File: src/rtl/wsd_pkg.sv
// ----------------------------------------------------------------------------
// wsd_pkg
// Types, codes and constants shared by the WebSocket frame deframer.
// ----------------------------------------------------------------------------
package wsd_pkg;

    localparam int unsigned BYTE_W     = 8;
    localparam int unsigned LEN_W      = 64;
    localparam int unsigned IDLE_W     = 32;
    localparam int unsigned APB_DATA_W = 32;
    localparam int unsigned APB_ADDR_W = 3;
    localparam int unsigned KEY_BYTES  = 4;

    localparam logic [IDLE_W-1:0] IDLE_TIMEOUT_RST = IDLE_W'(1000);

    // register word index (paddr[2])
    localparam logic REG_IDLE_TIMEOUT = 1'b0;

    typedef enum logic [2:0] {
        PH_OPCODE  = 3'd0,
        PH_LEN8    = 3'd1,
        PH_LEN16   = 3'd2,
        PH_LEN64   = 3'd3,
        PH_MASK    = 3'd4,
        PH_PAYLOAD = 3'd5
    } t_phase;

    typedef enum logic [2:0] {
        EV_HEADER  = 3'd0,
        EV_PAYLOAD = 3'd1,
        EV_EMPTY   = 3'd2,
        EV_REJECT  = 3'd3,
        EV_TIMEOUT = 3'd4,
        EV_NONE    = 3'd5
    } t_event;

    localparam logic ACT_BYTE = 1'b0;
    localparam logic ACT_TICK = 1'b1;

    localparam logic [3:0] OP_CONT  = 4'h0;
    localparam logic [3:0] OP_TEXT  = 4'h1;
    localparam logic [3:0] OP_BIN   = 4'h2;
    localparam logic [3:0] OP_CLOSE = 4'h8;
    localparam logic [3:0] OP_PING  = 4'h9;
    localparam logic [3:0] OP_PONG  = 4'hA;

    localparam logic [6:0] LEN_EXT16 = 7'd126;
    localparam logic [6:0] LEN_EXT64 = 7'd127;

    typedef struct packed {
        t_event             event_kind;
        logic [BYTE_W-1:0]  payload_byte;
        logic [3:0]         frame_opcode;
        logic               frame_fin;
        logic               last_of_frame;
    } t_result;

    function automatic logic opcode_known(input logic [3:0] op);
        return (op == OP_CONT) || (op == OP_TEXT) || (op == OP_BIN) ||
               (op == OP_CLOSE) || (op == OP_PING) || (op == OP_PONG);
    endfunction

endpackage

File: src/rtl/wsd_ifs.sv
// ----------------------------------------------------------------------------
// wsd_in_if / wsd_out_if
// Valid/ready stream channels for received bytes and parser events.
// ----------------------------------------------------------------------------
interface wsd_in_if;
    logic       valid;
    logic       ready;
    logic       action;
    logic [7:0] rx_byte;

    modport source (output valid, output action, output rx_byte, input ready);
    modport sink   (input valid, input action, input rx_byte, output ready);
endinterface

interface wsd_out_if;
    logic       valid;
    logic       ready;
    logic [2:0] event_kind;
    logic [7:0] payload_byte;
    logic [3:0] frame_opcode;
    logic       frame_fin;
    logic       last_of_frame;

    modport source (output valid, output event_kind, output payload_byte,
                    output frame_opcode, output frame_fin, output last_of_frame,
                    input ready);
    modport sink   (input valid, input event_kind, input payload_byte,
                    input frame_opcode, input frame_fin, input last_of_frame,
                    output ready);
endinterface

File: src/rtl/websocket_frame_deframer_core.sv
// ----------------------------------------------------------------------------
// websocket_frame_deframer_core
// Receive-side WebSocket frame parser: header, length, mask key, unmasking.
// ----------------------------------------------------------------------------
//  channel   dir  beat contents
//  i_rx      in   action (byte / tick), rx_byte
//  o_ev      out  event_kind, payload_byte, frame_opcode, frame_fin,
//                 last_of_frame
//  APB       in   idle_timeout_ticks at address 0
//
// One result beat per input beat; a beat can enter every cycle while the
// result register is free or being drained. Path: input register, then parser
// step into the result register, which holds while o_ev.ready is low.
// Synchronous active-low reset; the timeout register resets to 1000.
// A stall on o_ev blocks i_rx only once both registers are full.
module websocket_frame_deframer_core (
    input  logic                              i_clk,
    input  logic                              i_rst_n,
    wsd_in_if.sink                            i_rx,
    wsd_out_if.source                         o_ev,
    input  logic                              psel,
    input  logic                              penable,
    input  logic                              pwrite,
    input  logic [wsd_pkg::APB_ADDR_W-1:0]    paddr,
    input  logic [wsd_pkg::APB_DATA_W-1:0]    pwdata,
    output logic [wsd_pkg::APB_DATA_W-1:0]    prdata,
    output logic                              pready
);
    import wsd_pkg::*;

    logic              r_in_vld;
    logic              r_in_action;
    logic [BYTE_W-1:0] r_in_byte;
    logic              r_out_vld;
    t_result           r_out;
    t_result           w_result;
    logic              w_adv;
    logic [IDLE_W-1:0] w_idle_timeout;

    wsd_apb_regs u_regs (
        .i_clk          (i_clk),
        .i_rst_n        (i_rst_n),
        .psel           (psel),
        .penable        (penable),
        .pwrite         (pwrite),
        .paddr          (paddr),
        .pwdata         (pwdata),
        .prdata         (prdata),
        .pready         (pready),
        .o_idle_timeout (w_idle_timeout)
    );

    wsd_parser u_parser (
        .i_clk          (i_clk),
        .i_rst_n        (i_rst_n),
        .i_step         (w_adv),
        .i_action       (r_in_action),
        .i_rx_byte      (r_in_byte),
        .i_idle_timeout (w_idle_timeout),
        .o_result       (w_result)
    );

    // advance when the result slot is free or being drained
    assign w_adv      = r_in_vld && (!r_out_vld || o_ev.ready);
    assign i_rx.ready = !r_in_vld || w_adv;

    always_ff @(posedge i_clk) begin
        if (!i_rst_n) begin
            r_in_vld <= 1'b0;
        end else if (i_rx.ready) begin
            r_in_vld <= i_rx.valid;
        end
    end

    always_ff @(posedge i_clk) begin
        if (i_rx.ready && i_rx.valid) begin
            r_in_action <= i_rx.action;
            r_in_byte   <= i_rx.rx_byte;
        end
    end

    always_ff @(posedge i_clk) begin
        if (!i_rst_n) begin
            r_out_vld <= 1'b0;
        end else if (w_adv) begin
            r_out_vld <= 1'b1;
        end else if (o_ev.ready) begin
            r_out_vld <= 1'b0;
        end
    end

    always_ff @(posedge i_clk) begin
        if (w_adv) begin
            r_out <= w_result;
        end
    end

    assign o_ev.valid         = r_out_vld;
    assign o_ev.event_kind    = r_out.event_kind;
    assign o_ev.payload_byte  = r_out.payload_byte;
    assign o_ev.frame_opcode  = r_out.frame_opcode;
    assign o_ev.frame_fin     = r_out.frame_fin;
    assign o_ev.last_of_frame = r_out.last_of_frame;

endmodule

File: src/rtl/wsd_apb_regs.sv
// ----------------------------------------------------------------------------
// wsd_apb_regs
// APB register file holding the idle timeout in ticks.
// ----------------------------------------------------------------------------
module wsd_apb_regs (
    input  logic                              i_clk,
    input  logic                              i_rst_n,
    input  logic                              psel,
    input  logic                              penable,
    input  logic                              pwrite,
    input  logic [wsd_pkg::APB_ADDR_W-1:0]    paddr,
    input  logic [wsd_pkg::APB_DATA_W-1:0]    pwdata,
    output logic [wsd_pkg::APB_DATA_W-1:0]    prdata,
    output logic                              pready,
    output logic [wsd_pkg::IDLE_W-1:0]        o_idle_timeout
);
    import wsd_pkg::*;

    logic [IDLE_W-1:0] r_idle_timeout;
    logic              w_sel_timeout;

    assign w_sel_timeout = (paddr[2] == REG_IDLE_TIMEOUT);
    assign pready        = 1'b1;

    always_ff @(posedge i_clk) begin
        if (!i_rst_n) begin
            r_idle_timeout <= IDLE_TIMEOUT_RST;
        end else if (psel && penable && pwrite && pready && w_sel_timeout) begin
            r_idle_timeout <= pwdata[IDLE_W-1:0];
        end
    end

    always_comb begin
        prdata = '0;
        if (w_sel_timeout) begin
            prdata[IDLE_W-1:0] = r_idle_timeout;
        end
    end

    assign o_idle_timeout = r_idle_timeout;

endmodule

File: src/rtl/wsd_parser.sv
// ----------------------------------------------------------------------------
// wsd_parser
// Frame header state machine, unmasking and idle timeout; one step per beat.
// ----------------------------------------------------------------------------
module wsd_parser (
    input  logic                          i_clk,
    input  logic                          i_rst_n,
    input  logic                          i_step,
    input  logic                          i_action,
    input  logic [wsd_pkg::BYTE_W-1:0]    i_rx_byte,
    input  logic [wsd_pkg::IDLE_W-1:0]    i_idle_timeout,
    output wsd_pkg::t_result              o_result
);
    import wsd_pkg::*;

    t_phase            r_phase, n_phase;
    logic              r_fin, n_fin;
    logic [3:0]        r_opcode, n_opcode;
    logic              r_mask_on, n_mask_on;
    logic [LEN_W-1:0]  r_len, n_len;
    logic [2:0]        r_cnt, n_cnt;
    logic [BYTE_W-1:0] r_key [KEY_BYTES];
    logic              n_key_we;
    logic [IDLE_W-1:0] r_idle, n_idle;

    logic              w_tick;
    logic [IDLE_W-1:0] w_idle_inc;
    logic              w_timeout;
    logic              w_hdr_ok;
    logic [6:0]        w_len7;
    logic [LEN_W-1:0]  w_len_shift;
    logic              w_ext_done;
    logic              w_ext_zero;
    logic              w_len7_zero;

    assign w_tick      = (i_action == ACT_TICK);
    assign w_idle_inc  = (&r_idle) ? r_idle : r_idle + IDLE_W'(1);
    assign w_timeout   = (r_phase != PH_OPCODE) && (w_idle_inc > i_idle_timeout);
    assign w_hdr_ok    = (i_rx_byte[6:4] == 3'b000) && opcode_known(i_rx_byte[3:0]);
    assign w_len7      = i_rx_byte[6:0];
    assign w_len7_zero = (w_len7 == 7'd0);
    assign w_len_shift = {r_len[LEN_W-BYTE_W-1:0], i_rx_byte};
    assign w_ext_zero  = (w_len_shift == '0);
    assign w_ext_done  = (r_phase == PH_LEN16) ? (r_cnt == 3'd1) : (r_cnt == 3'd7);

    // next phase
    always_comb begin
        n_phase = r_phase;
        if (w_tick) begin
            if (w_timeout) begin
                n_phase = PH_OPCODE;
            end
        end else begin
            unique case (r_phase)
                PH_OPCODE: begin
                    if (w_hdr_ok) begin
                        n_phase = PH_LEN8;
                    end
                end
                PH_LEN8: begin
                    priority if (w_len7 == LEN_EXT16) begin
                        n_phase = PH_LEN16;
                    end else if (w_len7 == LEN_EXT64) begin
                        n_phase = PH_LEN64;
                    end else if (i_rx_byte[7]) begin
                        n_phase = PH_MASK;
                    end else if (w_len7_zero) begin
                        n_phase = PH_OPCODE;
                    end else begin
                        n_phase = PH_PAYLOAD;
                    end
                end
                PH_LEN16, PH_LEN64: begin
                    if (w_ext_done) begin
                        priority if (r_mask_on) begin
                            n_phase = PH_MASK;
                        end else if (w_ext_zero) begin
                            n_phase = PH_OPCODE;
                        end else begin
                            n_phase = PH_PAYLOAD;
                        end
                    end
                end
                PH_MASK: begin
                    if (r_cnt == 3'd3) begin
                        n_phase = (r_len == '0) ? PH_OPCODE : PH_PAYLOAD;
                    end
                end
                PH_PAYLOAD: begin
                    if (r_len == LEN_W'(1)) begin
                        n_phase = PH_OPCODE;
                    end
                end
                default: n_phase = PH_OPCODE;
            endcase
        end
    end

    // datapath and result
    always_comb begin
        n_fin     = r_fin;
        n_opcode  = r_opcode;
        n_mask_on = r_mask_on;
        n_len     = r_len;
        n_cnt     = r_cnt;
        n_key_we  = 1'b0;
        n_idle    = r_idle;
        o_result.event_kind    = EV_NONE;
        o_result.payload_byte  = '0;
        o_result.last_of_frame = 1'b0;
        if (w_tick) begin
            if (r_phase != PH_OPCODE) begin
                n_idle = w_timeout ? '0 : w_idle_inc;
                if (w_timeout) begin
                    o_result.event_kind = EV_TIMEOUT;
                end
            end
        end else begin
            n_idle = '0;
            unique case (r_phase)
                PH_OPCODE: begin
                    if (w_hdr_ok) begin
                        n_fin               = i_rx_byte[7];
                        n_opcode            = i_rx_byte[3:0];
                        o_result.event_kind = EV_HEADER;
                    end else begin
                        o_result.event_kind = EV_REJECT;
                    end
                end
                PH_LEN8: begin
                    n_mask_on = i_rx_byte[7];
                    n_cnt     = '0;
                    if ((w_len7 == LEN_EXT16) || (w_len7 == LEN_EXT64)) begin
                        n_len = '0;
                    end else begin
                        n_len = LEN_W'(w_len7);
                    end
                    o_result.event_kind =
                        (!i_rx_byte[7] && w_len7_zero) ? EV_EMPTY : EV_HEADER;
                end
                PH_LEN16, PH_LEN64: begin
                    n_len = w_len_shift;
                    if (w_ext_done) begin
                        n_cnt = '0;
                        o_result.event_kind =
                            (!r_mask_on && w_ext_zero) ? EV_EMPTY : EV_HEADER;
                    end else begin
                        n_cnt = r_cnt + 3'd1;
                        o_result.event_kind = EV_HEADER;
                    end
                end
                PH_MASK: begin
                    n_key_we = 1'b1;
                    if (r_cnt == 3'd3) begin
                        n_cnt = '0;
                        o_result.event_kind = (r_len == '0) ? EV_EMPTY : EV_HEADER;
                    end else begin
                        n_cnt = r_cnt + 3'd1;
                        o_result.event_kind = EV_HEADER;
                    end
                end
                PH_PAYLOAD: begin
                    // count the remaining length down; low index bits pick the key byte
                    n_len = r_len - LEN_W'(1);
                    n_cnt = r_cnt + 3'd1;
                    o_result.event_kind    = EV_PAYLOAD;
                    o_result.payload_byte  =
                        r_mask_on ? (i_rx_byte ^ r_key[r_cnt[1:0]]) : i_rx_byte;
                    o_result.last_of_frame = (r_len == LEN_W'(1));
                end
                default: o_result.event_kind = EV_NONE;
            endcase
        end
        o_result.frame_opcode = n_opcode;
        o_result.frame_fin    = n_fin;
    end

    always_ff @(posedge i_clk) begin
        if (!i_rst_n) begin
            r_phase   <= PH_OPCODE;
            r_fin     <= 1'b0;
            r_opcode  <= '0;
            r_mask_on <= 1'b0;
            r_len     <= '0;
            r_cnt     <= '0;
            r_idle    <= '0;
            for (int k = 0; k < KEY_BYTES; k++) begin
                r_key[k] <= '0;
            end
        end else if (i_step) begin
            r_phase   <= n_phase;
            r_fin     <= n_fin;
            r_opcode  <= n_opcode;
            r_mask_on <= n_mask_on;
            r_len     <= n_len;
            r_cnt     <= n_cnt;
            r_idle    <= n_idle;
            if (n_key_we) begin
                r_key[r_cnt[1:0]] <= i_rx_byte;
            end
        end
    end

endmodule
File: src/flat_wrapper.sv
// flat-port wrapper written by rule: the top's interface ports become plain ports
module websocket_frame_deframer_core_flat import wsd_pkg::*;
  (i_clk, i_rst_n, psel, penable, pwrite, paddr, pwdata, prdata, pready, i_rx_valid, i_rx_action, i_rx_rx_byte, i_rx_ready, o_ev_valid, o_ev_event_kind, o_ev_payload_byte, o_ev_frame_opcode, o_ev_frame_fin, o_ev_last_of_frame, o_ev_ready);
  wsd_in_if i_rx_i ();
  wsd_out_if o_ev_i ();
  input  logic i_clk;
  input  logic i_rst_n;
  input  logic psel;
  input  logic penable;
  input  logic pwrite;
  input  logic [wsd_pkg::APB_ADDR_W-1:0] paddr;
  input  logic [wsd_pkg::APB_DATA_W-1:0] pwdata;
  output logic [wsd_pkg::APB_DATA_W-1:0] prdata;
  output logic pready;
  input wire logic [$bits(i_rx_i.valid)-1:0] i_rx_valid;
  input wire logic [$bits(i_rx_i.action)-1:0] i_rx_action;
  input wire logic [$bits(i_rx_i.rx_byte)-1:0] i_rx_rx_byte;
  output wire logic [$bits(i_rx_i.ready)-1:0] i_rx_ready;
  output wire logic [$bits(o_ev_i.valid)-1:0] o_ev_valid;
  output wire logic [$bits(o_ev_i.event_kind)-1:0] o_ev_event_kind;
  output wire logic [$bits(o_ev_i.payload_byte)-1:0] o_ev_payload_byte;
  output wire logic [$bits(o_ev_i.frame_opcode)-1:0] o_ev_frame_opcode;
  output wire logic [$bits(o_ev_i.frame_fin)-1:0] o_ev_frame_fin;
  output wire logic [$bits(o_ev_i.last_of_frame)-1:0] o_ev_last_of_frame;
  input wire logic [$bits(o_ev_i.ready)-1:0] o_ev_ready;
  assign i_rx_i.valid = i_rx_valid;
  assign i_rx_i.action = i_rx_action;
  assign i_rx_i.rx_byte = i_rx_rx_byte;
  assign i_rx_ready = i_rx_i.ready;
  assign o_ev_valid = o_ev_i.valid;
  assign o_ev_event_kind = o_ev_i.event_kind;
  assign o_ev_payload_byte = o_ev_i.payload_byte;
  assign o_ev_frame_opcode = o_ev_i.frame_opcode;
  assign o_ev_frame_fin = o_ev_i.frame_fin;
  assign o_ev_last_of_frame = o_ev_i.last_of_frame;
  assign o_ev_i.ready = o_ev_ready;
  websocket_frame_deframer_core u_core (.i_clk(i_clk), .i_rst_n(i_rst_n), .i_rx(i_rx_i), .o_ev(o_ev_i), .psel(psel), .penable(penable), .pwrite(pwrite), .paddr(paddr), .pwdata(pwdata), .prdata(prdata), .pready(pready));
endmodule
File: config.mk
export PLATFORM = sky130hd
export DESIGN_NAME = websocket_frame_deframer_core_flat
export DESIGN_NICKNAME = d
export VERILOG_FILES = /design/src/rtl/wsd_pkg.sv /design/src/rtl/wsd_ifs.sv /design/src/rtl/websocket_frame_deframer_core.sv /design/src/rtl/wsd_apb_regs.sv /design/src/rtl/wsd_parser.sv /design/src/flat_wrapper.sv
export SDC_FILE = /design/constraint.sdc
export NUM_CORES = 1
export LEC_CHECK = 0
export ABC_AREA = 1
export BUFFER_PORTS_ARGS = -buffer_cell sky130_fd_sc_hd__clkbuf_2
export CAP_MARGIN = 20
export CELL_PAD_IN_SITES_DETAIL_PLACEMENT = 1
export CELL_PAD_IN_SITES_GLOBAL_PLACEMENT = 2
export CORE_MARGIN = 2
export CORE_UTILIZATION = 34
export DETAILED_ROUTE_END_ITERATION = 12
export GPL_TIMING_DRIVEN = 0
export PLACE_DENSITY_LB_ADDON = 0.1
export SETUP_SLACK_MARGIN = 0.1
export SLEW_MARGIN = 30
export SYNTH_ARGS = -nofsm -noshare
export SYNTH_HDL_FRONTEND = slang
export SYNTH_SLANG_ARGS = --single-unit
File: constraint.sdc
create_clock -name i_clk -period 3 [get_ports i_clk]
set_input_delay 0.75 -clock i_clk [delete_from_list [all_inputs] [get_ports i_clk]]
set_output_delay 0.75 -clock i_clk [all_outputs]
set_load 0.05 [all_outputs]
## Yosys cells after proc, flatten, opt, wreduce, memory -nomap -nowiden

Memories as Yosys holds them, arrays and structs flattened. A register that Yosys moved wholly into a read port is not among the register bits.
Cells that the tools add are included.

| cells by class | value |
|---|---|
| bitwise logic cells | 4 |
| add/sub/neg operators | 3 |
| order comparisons | 1 |
| reductions and logical operators | 40 |
| eq/ne operators | 22 |
| mux-type cells | 56 |

Operator list:

| operator | count |
|---|---|
| $pmux 64 s3 | 1 |
| $mux 32 | 5 |
| $logic_not 64->1 | 2 |
| $eq 64x1->1 const B | 1 |
| $sub 64x1->64 const B | 1 |
| $mux 3 | 16 |
| $add 32x1->32 const B | 1 |
| $gt 32x32->1 | 1 |
| $reduce_and 32->1 | 1 |
| $pmux 3 s5 | 2 |
| $mux 2 | 9 |
| $mux 1 | 16 |
| $mux 8 | 2 |
| $eq 7x7->1 const B | 2 |
| $eq 4x4->1 const B | 3 |
| $mux 4 | 3 |
| $ne 3x2->1 const B | 4 |
| $pmux 3 s4 | 1 |
| $eq 3x2->1 const B | 3 |
| $eq 3x3->1 const B | 3 |
| $logic_and 1x1->1 | 9 |
| $reduce_and 3->1 | 3 |
| $logic_or 1x1->1 | 8 |
| $reduce_or 8->1 | 1 |
| 18 further kinds | 28 |

| storage, ports and cells | value |
|---|---|
| bits in registers | 168 |
| output and inout bits | 52 |
| RAM bits | 32 |
| memories | 1 |
| logic and storage cells | 144 |
| input port bits | 51 |

Memories:

| memory | depth | bits a word | read ports | clocked after Yosys merged registers in | write ports | RTL line | text |
|---|---|---|---|---|---|---|---|
| u_core.u_parser.r_key | 4 | 8 | 1 | 1 | 4 | wsd_parser.sv:22 | `logic [BYTE_W-1:0] r_key [KEY_BYTES];` |

## Logic depth before layout (Yosys ltp)

| depth | value |
|---|---|
| depth after elaboration | 10 |
| gate-level depth with buffers | 30 |
| mapped depth without buffers | 29 |

## By module

Synthesis repeated with hierarchy kept, for this count alone.

| second synthesis, totals | value |
|---|---|
| cells, all modules | 1907 |
| area total of the unflattened synthesis | 12986.2 um^2 |

By module, submodules not included:

| module | times used | cells an instance | area an instance (um^2) |
|---|---|---|---|
| wsd_parser | 1 | 1600 | 10471.3 |
| wsd_apb_regs | 1 | 268 | 1639.1 |
| websocket_frame_deframer_core | 1 | 39 | 875.8 |

## Worst setup path before layout

Ideal clock, no wire load.

| timing path | value |
|---|---|
| path kind | reg2reg |
| start point | reg u_core.u_parser.r_idle[0] |
| end point | reg u_core.u_parser.r_idle[17] |
| data required time | 2930 ps |
| cell stages (with the launch flop) | 23 |
| arrival | 2725 ps |
| library setup time | 70 ps |
| setup slack | 204 ps |
| cells stage by stage | dfxtp_1 ha_1 nand2_2 nor2_4 nand2_4 nor2_4 inv_2 nor2_8 nand2_4 buf_12 o21ai_2 ha_1 a21o_1 nor2_1 nand2_1 nand2_1 nand2_1 nand2_1 nand2_1 nand2_1 buf_2 nand4_1 a21oi_1 |

| between the ends | value |
|---|---|
| longest elaborated chain between the ends | 7 |

RTL lines:

| item | RTL line | text |
|---|---|---|
| from (decl) | wsd_parser.sv:24 | `logic [IDLE_W-1:0] r_idle, n_idle;` |
| from (signal assigned) | wsd_parser.sv:197 | `r_idle <= n_idle;` |
| $add 32x1->32 / $reduce_and 32->1 (equally long branches) | wsd_parser.sv:37 | `assign w_idle_inc = (&r_idle) ? r_idle : r_idle + IDLE_W'(1);` |
| $mux 32 (*) | wsd_parser.sv:37 |  |
| $gt 32x32->1 | wsd_parser.sv:38 | `assign w_timeout = (r_phase != PH_OPCODE) && (w_idle_inc > i_idle_timeout);` |
| $logic_and 1x1->1 | wsd_parser.sv:38 |  |
| $mux 32 (*) | wsd_parser.sv:113 | `n_idle = w_timeout ? '0 : w_idle_inc;` |
| $mux 32 (*) | wsd_parser.sv:112 | `if (r_phase != PH_OPCODE) begin` |
| $mux 32 (*) | wsd_parser.sv:111 | `if (w_tick) begin` |

Mark *: on every way between the ends. The rest lies on a longest branch, timed or not. The select of a mux whose other input is x is not followed.
A chain may end at the register's enable or synchronous reset.

## Final worst setup path

| timing path | value |
|---|---|
| start point | reg u_core.u_parser.r_idle[7] |
| end point | reg u_core.u_parser.r_idle[26] |

Same word-level chain as after synthesis.

==> reports/qor.txt <==
DIE AREA - 37,900 sq um
Post-Synth Simple-Gate Area - 0.301
Vias per cell - 5.35
Share of cells above drive strength 1 - 0.215
Final period util - 1.04
Failing checks - setup timing
Initial antenna violation count - 0
WL/cell - 20.4 um
P_sw - 2.49 mW
Number of global-route vias before repair - 13,217
Clock group share of total power - 0.435
Sum Neg Setup Slack - -1.54 ns
Num CTS Buffers - 26
Clock skew - 0.0146 ns
Max clock buf depth - 3
Status - finished with violations
Dpl cells - 2,331
HP Class - in -> reg
DRT iter0 DRCs - 719
Seq pwr share - 0.367
Worst rel slew slack - 0.364
Fraction of the mapped netlist area in adder cells - 0.0384
Synth Warn # - 0
Post-synth EDFFs - 58
Worst-Margin Slew - 0.955 ns
Worst vdd ir - 0.000384 V
Nature of the critical path endpoint - register
Max-cap viol count - 0
Area share of the largest cell type after synthesis - 0.233
Initial Util - 0.346
Final net count - 2,020
Final WL - 49,300 um
Kind of critical path - reg -> reg
Remaining Overflow, GRT - 0
Die height - 195 um
RSZ-0062 raised after global routing - yes
Comb power frac - 0.198
Final Critical Period - 3.13 ns
Seq/Total Area, Yosys - 0.374
CTS tree - done
Pin count of the biggest net entering global routing - 23
RD Place Congestion - 0.900
CP max FO - 7
Top post-synthesis cells by area - dfxtp_1 (23%), edfxtp_1 (14%), nand2_1 (9.5%)
Internal power - 5.57 mW
Post-synthesis compound-gate area fraction - 0.187
Fmax - 0.319 GHz
Count of pins over their slew limit - 0
Signal arrival time at the worst endpoint - 3.55 ns
R2R setup slack - -0.13 ns
Synth Area per Inst - 6.98 sq um
Main synth FF type - dfxtp_1
Pre-antenna DRT Iters - 5
Largest family of logic cells by synthesized area - simple AND/OR/NAND/NOR gates
# setup viols final - 34
Setup crit start kind - register
Total number of H-tree levels - 1
Xor/xnor share of the synthesized area - 0.0184
Ant. Diodes - 0
P&R area growth vs syn - 25.1%
Die W - 195 um
Layout Utilization - 0.433
Fin cells - 2,412
Net Count, Synth - 1,861
Core Region - 35,700 sq um
Vias - 12,916
Final worst slack - -0.132 ns
Global Route Usage Sum - 0.256
Library cells used by synthesis - 48
# DRC - 0
Site Rows - 69
Switch share - 0.309
R2r worst-path depth - 19
Boundary pin count - 103
P per Cell Area - 521 nW/um^2
Post-Syn Instances - 1,772
Buffers on Ports - 98
Antenna Nets Post-Route - 0
Reg clk slew, reported paths - 0.06 ns
First-pass GRT wire length - 76,900 um
Worst Path Required - 3.41 ns
Clk sink count - 202
Post-DP HPWL - 37,300 um
Share of synthesized flip-flops with an asynchronous set or reset - 0
WHS Path Cells - 1
Clock Tree Root - clkbuf_16
Pleak - 6.70 nW
Final hold vios - 0
Area leader, netlist - dfxtp_1
Post-synthesis mux area share - 0
Clk_lat worst skew - 0.55 ns
#FFs+latches synth - 202
Mapped Area - 12,400 sq um
path summary, 6_finish.rpt:
path                                      end                        start
setup / recovery   u_core.u_parser.r_idle[26]    u_core.u_parser.r_idle[7]
hold / removal             u_core.r_in_action                  i_rx_action
setup reg to reg   u_core.u_parser.r_idle[26]    u_core.u_parser.r_idle[7]
hold reg to reg   u_core.u_parser.r_opcode[2]  u_core.u_parser.r_opcode[2]
synth_stat cells (8+ instances only):
cell type,number
o21ai_0,129
inv_2,11
nor3_1,33
o21ai_1,25
nand2_2,23
nand2_1,314
nand2_4,8
or2_2,8
dfxtp_1,144
ha_1,38
o22ai_1,8
nor2_1,247
xnor2_1,11
xor2_1,15
clkbuf_1,50
inv_1,163
nand4_1,50
a221oi_1,11
a21oi_1,218
buf_2,20
nand3_1,87
edfxtp_1,58
a31oi_1,10
nor2_2,28
nor4_1,8
metrics by stage:
| step | hold slack [ns] | area (sq um) | setup slack [ns] | total power, mW |
|---|---|---|---|---|
| after global placement | 0.459 | 13400 | -0.690 | 4.46 |
| after detailed placement | 0.467 | 13500 | -0.767 | 4.49 |
| after floorplan | 0.449 | 12400 | 0.204 | 3.99 |
| final | 0.381 | 15500 | -0.132 | 8.06 |
| after CTS | 0.358 | 15200 | -0.0658 | 8.12 |
| after global routing | 0.369 | 15500 | -0.274 | 8.40 |
critical path, stage by stage (launching register included):
cell,delay [ns]
dfxtp_2,0.39
inv_1,0.12
nor3_4,0.26
nand2_1,0.16
nor2_4,0.17
nand2_1,0.12
xor2_1,0.15
nand2_1,0.12
ha_1,0.31
nand2_1,0.07
nor2_2,0.15
nand2_2,0.11
nor2_4,0.19
nand2_2,0.09
nand2_4,0.09
nand2_8,0.09
buf_4,0.16
buf_4,0.12
nand3_1,0.08
a21oi_1,0.06
state kept, by name, summed over array words and instances, names as in the netlist, named ones only:
| register | cells |
|---|---|
| u_core.u_parser.r_len | 64 |
| u_core.r_in_byte | 8 |
| u_core.o_ev.valid | 1 |
| u_core.u_parser.r_phase | 3 |
| u_core.o_ev.frame_opcode | 4 |
| u_core.o_ev.payload_byte | 8 |
| u_core.u_parser.r_mask_on | 1 |
| u_core.u_parser.r_idle | 32 |
| u_core.u_parser.r_cnt | 3 |
| u_core.r_in_action | 1 |
| u_core.u_parser.r_fin | 1 |
| u_core.u_parser.r_key | 32 |
| u_core.u_parser.r_opcode | 4 |
| u_core.o_ev.last_of_frame | 1 |
| u_core.r_in_vld | 1 |
| u_core.o_ev.frame_fin | 1 |
| u_core.u_regs.o_idle_timeout | 32 |
| u_core.o_ev.event_kind | 3 |
logic make-up (layout without fill, tap and decap cells):
| logic type | Yosys count | count (layout) |
|---|---|---|
| flops | 202 | 202 |
| other cells | 1 | 1 |
| simple gates | 824 | 824 |
| compound gates | 429 | 429 |
| xor+xnor | 26 | 26 |
| fa+ha+maj | 38 | 38 |
| buf+inv | 252 | 431 |
metal layers:
layer / GRT usage / wire length (um)
met5: 0 / 0
met4: 0.0735 / 1450
met3: 0.0243 / 1650
met2: 0.440 / 23600
met1: 0.342 / 22600
power groups by stage:
| stage | combinational [mW] | clock [mW] | sequential, mW |
|---|---|---|---|
| finish | 1.59 | 3.51 | 2.96 |
| global route | 1.76 | 3.67 | 2.97 |
| CTS | 1.57 | 3.59 | 2.96 |
| detailed placement | 1.48 | 0 | 3.02 |
| global placement | 1.45 | 0 | 3.01 |
| floorplan | 0.964 | 0 | 3.03 |
final cells by class:
cell class                 instances  area, sq um
timing repair buffer             131          837
clock inverter                    19          280
tap                              461          577
clock buffer                      29          672
inverter                         178          671
sequential                       202         4650
fill                            4513        20300
multi-input combinational       1318         7410
buffer                            74          380
cells in the final DEF (no fill, tap or decap), types with 27 or more instances in the layout:
master and count:
edfxtp_1 58, nor2_2 37, dfxtp_1 126, clkbuf_2 98, o21ai_1 28, nand2_2 39, nor2_1 229, nand3_1 78
nand4_1 50, clkbuf_1 52, inv_1 156, o21ai_0 125, a21oi_1 202, clkbuf_16 27, nand2_1 286, buf_4 27
timing repair:
| action | CTS | global route |
|---|---|---|
| cloned | 4 | 1 |
| buffers inserted | 23 | 7 |
| hold buffers | 0 | 0 |
| resized for setup | 118 | 62 |
| setup endpoints to repair | 36 | 36 |
| pin swaps | 23 | 34 |
Note: power is estimated with default switching activity, not from simulation.
